<file path="src/hdl/dmf_ram.sv">
// ----------------------------------------------------------------------------
// dmf_ram
// Generic one-write, one-read RAM with registered read data.
// ----------------------------------------------------------------------------
module dmf_ram #(
   parameter int WIDTH = 8,
   parameter int DEPTH = 64
) (
   input  logic                     clock,
   input  logic                     wr_en,
   input  logic [$clog2(DEPTH)-1:0] wr_addr,
   input  logic [WIDTH-1:0]         wr_data,
   input  logic [$clog2(DEPTH)-1:0] rd_addr,
   output logic [WIDTH-1:0]         rd_data
);

   logic [WIDTH-1:0] mem_ff [DEPTH];

   always_ff @(posedge clock) begin
      if (wr_en) begin
         mem_ff[wr_addr] <= wr_data;
      end
      rd_data <= mem_ff[rd_addr];
   end

endmodule

</file>
<file path="config.mk">
export PLATFORM = sky130hd
export DESIGN_NAME = dmf_ram
export DESIGN_NICKNAME = d
export VERILOG_FILES = /design/src/hdl/dmf_ram.sv
export SDC_FILE = /design/constraint.sdc
export NUM_CORES = 1
export LEC_CHECK = 0
export BUFFER_PORTS_ARGS = -buffer_cell sky130_fd_sc_hd__buf_2
export CORE_UTILIZATION = 45
export CTS_BUF_LIST = sky130_fd_sc_hd__clkbuf_2 sky130_fd_sc_hd__clkbuf_4 sky130_fd_sc_hd__clkbuf_8
export DETAILED_ROUTE_END_ITERATION = 6
export GPL_TIMING_DRIVEN = 0
export HOLD_SLACK_MARGIN = 0.12
export SETUP_SLACK_MARGIN = 0.02
export SLEW_MARGIN = 20
export SYNTH_ARGS = -nofsm -noshare
export SYNTH_HDL_FRONTEND = slang
export SYNTH_SLANG_ARGS = --single-unit
</file>
<file path="constraint.sdc">
create_clock -name clock -period 2.1 [get_ports clock]
set_input_delay 0.21 -clock clock [delete_from_list [all_inputs] [get_ports clock]]
set_output_delay 0.21 -clock clock [all_outputs]
set_load 0.02 [all_outputs]
</file>
---- Word-level counts from Yosys, hierarchy flattened ----
Memory sizes are Yosys's and may differ from the RTL's. A register that Yosys moved wholly into a read port is not among the register bits.
Cells that the tools add are included.
word-level totals
  memory bits (writable) .................. 512
  output and inout bits ................... 8
  latch bits .............................. 0
  memory bits (read-only) ................. 0
  word-level logic and storage cells ...... 3
  memories ................................ 1
  bits of input ports ..................... 22
  register bits ........................... 0
memory list
  name    words  bits a word  read ports  clocked after memory_dff  wr ports  RTL line  RTL
  mem_ff  64     8            1           1                         1         17        logic [WIDTH-1:0] mem_ff [DEPTH];
cells by class
  multiply operators ...................... 0
  divide/modulo/power cells ............... 0
  equal/unequal tests ..................... 0
  $add $sub $neg .......................... 0
  order comparisons ....................... 0
  reduce and logical (&&, ||, !) cells .... 0
  shifts and indexed selects .............. 0
  bitwise logic cells ..................... 0
  muxes and demuxes ....................... 2
operator list
  cell              number
  2-to-1 mux 1 bit  2

---- Logic depth before layout (Yosys ltp) ----
  word-level depth ........................ 2
  gate-level depth with buffers ........... 9
  depth with buffers taken out ............ 5

---- Worst setup path before layout ----
OpenSTA, ideal clock, no wires.
  kind .................................... input to register
  start ................................... input port rd_addr[1]
  end ..................................... register rd_data[3], read port of mem_ff
  path buffers ............................ 3
  cell stages on the path ................. 7
  library setup time ...................... 128 ps
  data required time ...................... 1972 ps
  arrival ................................. 1750 ps
  setup slack ............................. 222 ps
  cells stage by stage .................... buf_4 > buf_2 > buf_2 > mux4_2 > mux4_2 > o21ai_1 > o41ai_1
RTL lines
  item         RTL line  RTL
  from (decl)  13        input logic [$clog2(DEPTH)-1:0] rd_addr,
  to (decl)    14        output logic [WIDTH-1:0] rd_data

==> metrics <==
final setup skew 12.7 ps; hold_sp wr_data[5]; layout cell share with drive strength beyond 1 30.6%; pwr/cell area 928 nW/µm²; routed wire length 48800 µm; GRT Util Overall 22.3%; reg2reg end rd_data[5]$_DFF_P_; cell taking the most area after synthesis edfxtp_1; num ports 30; area of the multi-input gates 4380 µm²; die area 45700 µm²; Synth Cell Area 20200 µm²; cell area after layout 22700 µm²; met3 Resource Use GR 6.15%; highest-count cells in the layout ignoring fill and taps 512 x edfxtp_1, 126 x mux4_2, 91 x clkbuf_8; worst r2r path cells 4; Worst Path Buf+Inv 4; Syn Nets 962; worst vdd ir 0.000392 V; vias in the first global route 10066; WHS Path Cells 1; via count 9969; crit path max fanout 10; Area growth syn-to-layout 12.8%; status complete, no violations; first-pass GRT wire length 69600 µm; fmax 492 MHz; Hold Vio Cnt, Final 0; Reg clk slew, reported paths 60 ps; Die Height 214 µm; Synth Instances 940; GR Util met1 31.1%; Max-Cap Viols 0; CP peak stage delay 390 ps; worst slew pin tran 925 ps; CTS Buf Count 83; Post-CTS Setup Inserts 0; Slew Limit Headroom 38.1%; post-DR vias/cell 5.84; sequential area share after synthesis 77.0%; GR peak layer met2; drt first pass iters 5; Most common cell on crit path buf_4; final worst-path cycle share 96.8%; core box area 44200 µm²; Die X 214 µm; largest net degree at the start of global routing 65; Final Critical Period 2030 ps; RR Startpoint mem_ff[3][5]$_DFFE_PP_; Starting DRT DRC Count 1066; post-synthesis sequential element count 520; CTS Sinks 520; Register Area 15500 µm²; Crit path arrival time 2500 ps; Max Buffers Root-to-Sink 3; initial antenna violation count 2; Clock Tree Root clkbuf_8; # port buffers 21; DRC 0; worst-path cell chain buf_4 > buf_4 > buf_4 > buf_2 > mux4_2 > mux2i_1 > a21oi_1 > o21ai_0 > nand2_1; final setup vio count 0; post-route ant nets 0; Initial Util 45.6%; H-tree Lvls 3; most common cell after layout, fill and taps aside edfxtp_1; clk_lat worst skew 620 ps; dpl hpwl 30400 µm; hold_ws 128 ps; CP delay by family, top buffers and inverters; slowest stage cell, crit path buf_2; startpoint type of the worst setup path input pin; Hold Path Sink mem_ff[50][5]$_DFFE_PP_; CTS tree built; synth top area cells edfxtp_1 76%, mux4_2 14%, nor2_1 1.5%; Syn. warnings 0; P_leak 7.12 nW; library cells used by synthesis 40; CP Class input pin to flop; grt total ovfl 0; R2R Setup Slk 70 ps; Final #Nets 1068; Synth top area share 76.2%; Critical Path RT 2560 ps; Fillers 3516; met2 usage 33.0%; post-DR wirelength/cell 28.6 µm; Placer Congestion 0.929; Hold Crit Class input pin to flop; RSZ-0062 raised after global routing true; DP Area 21000 µm²; synthesized area per cell 21.5 µm²; Worst Setup End Kind flop; num rows 77; final max-slew violation count 0
[worst max path at each step]
stage,from,to,slack [ps],cells after the start
finish,rd_addr[1],rd_data[7]$_DFF_P_,70,9
global route,wr_addr[2],mem_ff[29][1]$_DFFE_PP_,10,4
CTS,mem_ff[17][4]$_DFFE_PP_,rd_data[4]$_DFF_P_,20,5
detailed placement,rd_addr[1],rd_data[6]$_DFF_P_,-1010,8
global placement,rd_addr[2],rd_data[5]$_DFF_P_,-980,7
floorplan,rd_addr[1],rd_data[3]$_DFF_P_,220,7
[through the flow]
step                      utilization, %  power [mW]  instances  TNS [ps]  setup WS, ps
final                               51.4        21.1       1706         0          68.0
after global routing                51.4        21.8       1706         0          12.5
after CTS                           51.3        21.2       1706         0          23.2
after detailed placement            47.6        12.9       1553   -138800         -1010
after global placement              47.5        12.9       1553   -112220          -979
after floorplan                        -        12.4        940         0           222
[kinds of logic after synthesis]
| family | after synthesis | synth area share, % |
|---|---|---|
| AOI/OAI and AO/OA | 54 | 2.07 |
| buffers and inverters | 51 | 1.57 |
| DFF | 520 | 77.0 |
| muxes | 162 | 15.9 |
| and+or+nand+nor | 153 | 3.39 |
[per-layer routing]
metal / vias up / part of all wire, %
li1: 4160 / -
met1: 5256 / 42
met2: 461 / 46
met3: 92 / 9.0
met4: 0 / 3.4
met5: - / 0
[layout make-up]
cell class | count | area share [%]
Timing Repair Buffer | 22 | 0.594
Clock buffer | 125 | 6.63
Buffer | 50 | 1.42
Multi-Input combinational cell | 369 | 19.3
Sequential cell | 520 | 68.3
Clock inverter | 27 | 0.501
Tap cell | 592 | 3.26
Antenna cell | 1 | 0.0110
[registers in the layout, summed over array words and instances (netlist names)]
register and count:
rd_data 8, mem_ff 512
[Yosys cell counts, drive strengths merged]
cell,number
o221ai,8
or3,1
nand3b,3
o22ai,8
buf,34
nor3,7
o41ai,2
clkbuf,17
mux2i,23
a31oi,1
o2111ai,3
a2111oi,2
a211oi,4
nor4,2
nor2b,14
o21ai,4
edfxtp,512
a21oi,3
o2bb2ai,3
nand2,19
a22oi,3
and2,1
nor2,83
o32ai,2
nand3,13
o311ai,1
dfxtp,8
nand4b,1
a221oi,6
o221a,2
o21a,2
nand2b,7
nand4,2
mux2,13
mux4,126
[power breakdown]
| part | switching (mW) | internal (mW) | leakage (nW) | total (mW) |
|---|---|---|---|---|
| clock | 3.83 | 4.57 | 0.868 | 8.40 |
| combinational | 0.768 | 0.418 | 1.58 | 1.19 |
| sequential | 0.0178 | 11.5 | 4.67 | 11.5 |
[repair_timing]
action                                  4_1_cts  5_1_grt
endpoints found under the setup margin        5       20
hold buffers                                  1        0
endpoints found under the hold margin         2        0
resized for setup                             9       14
No activity file was read; power rests on OpenSTA's default activity.
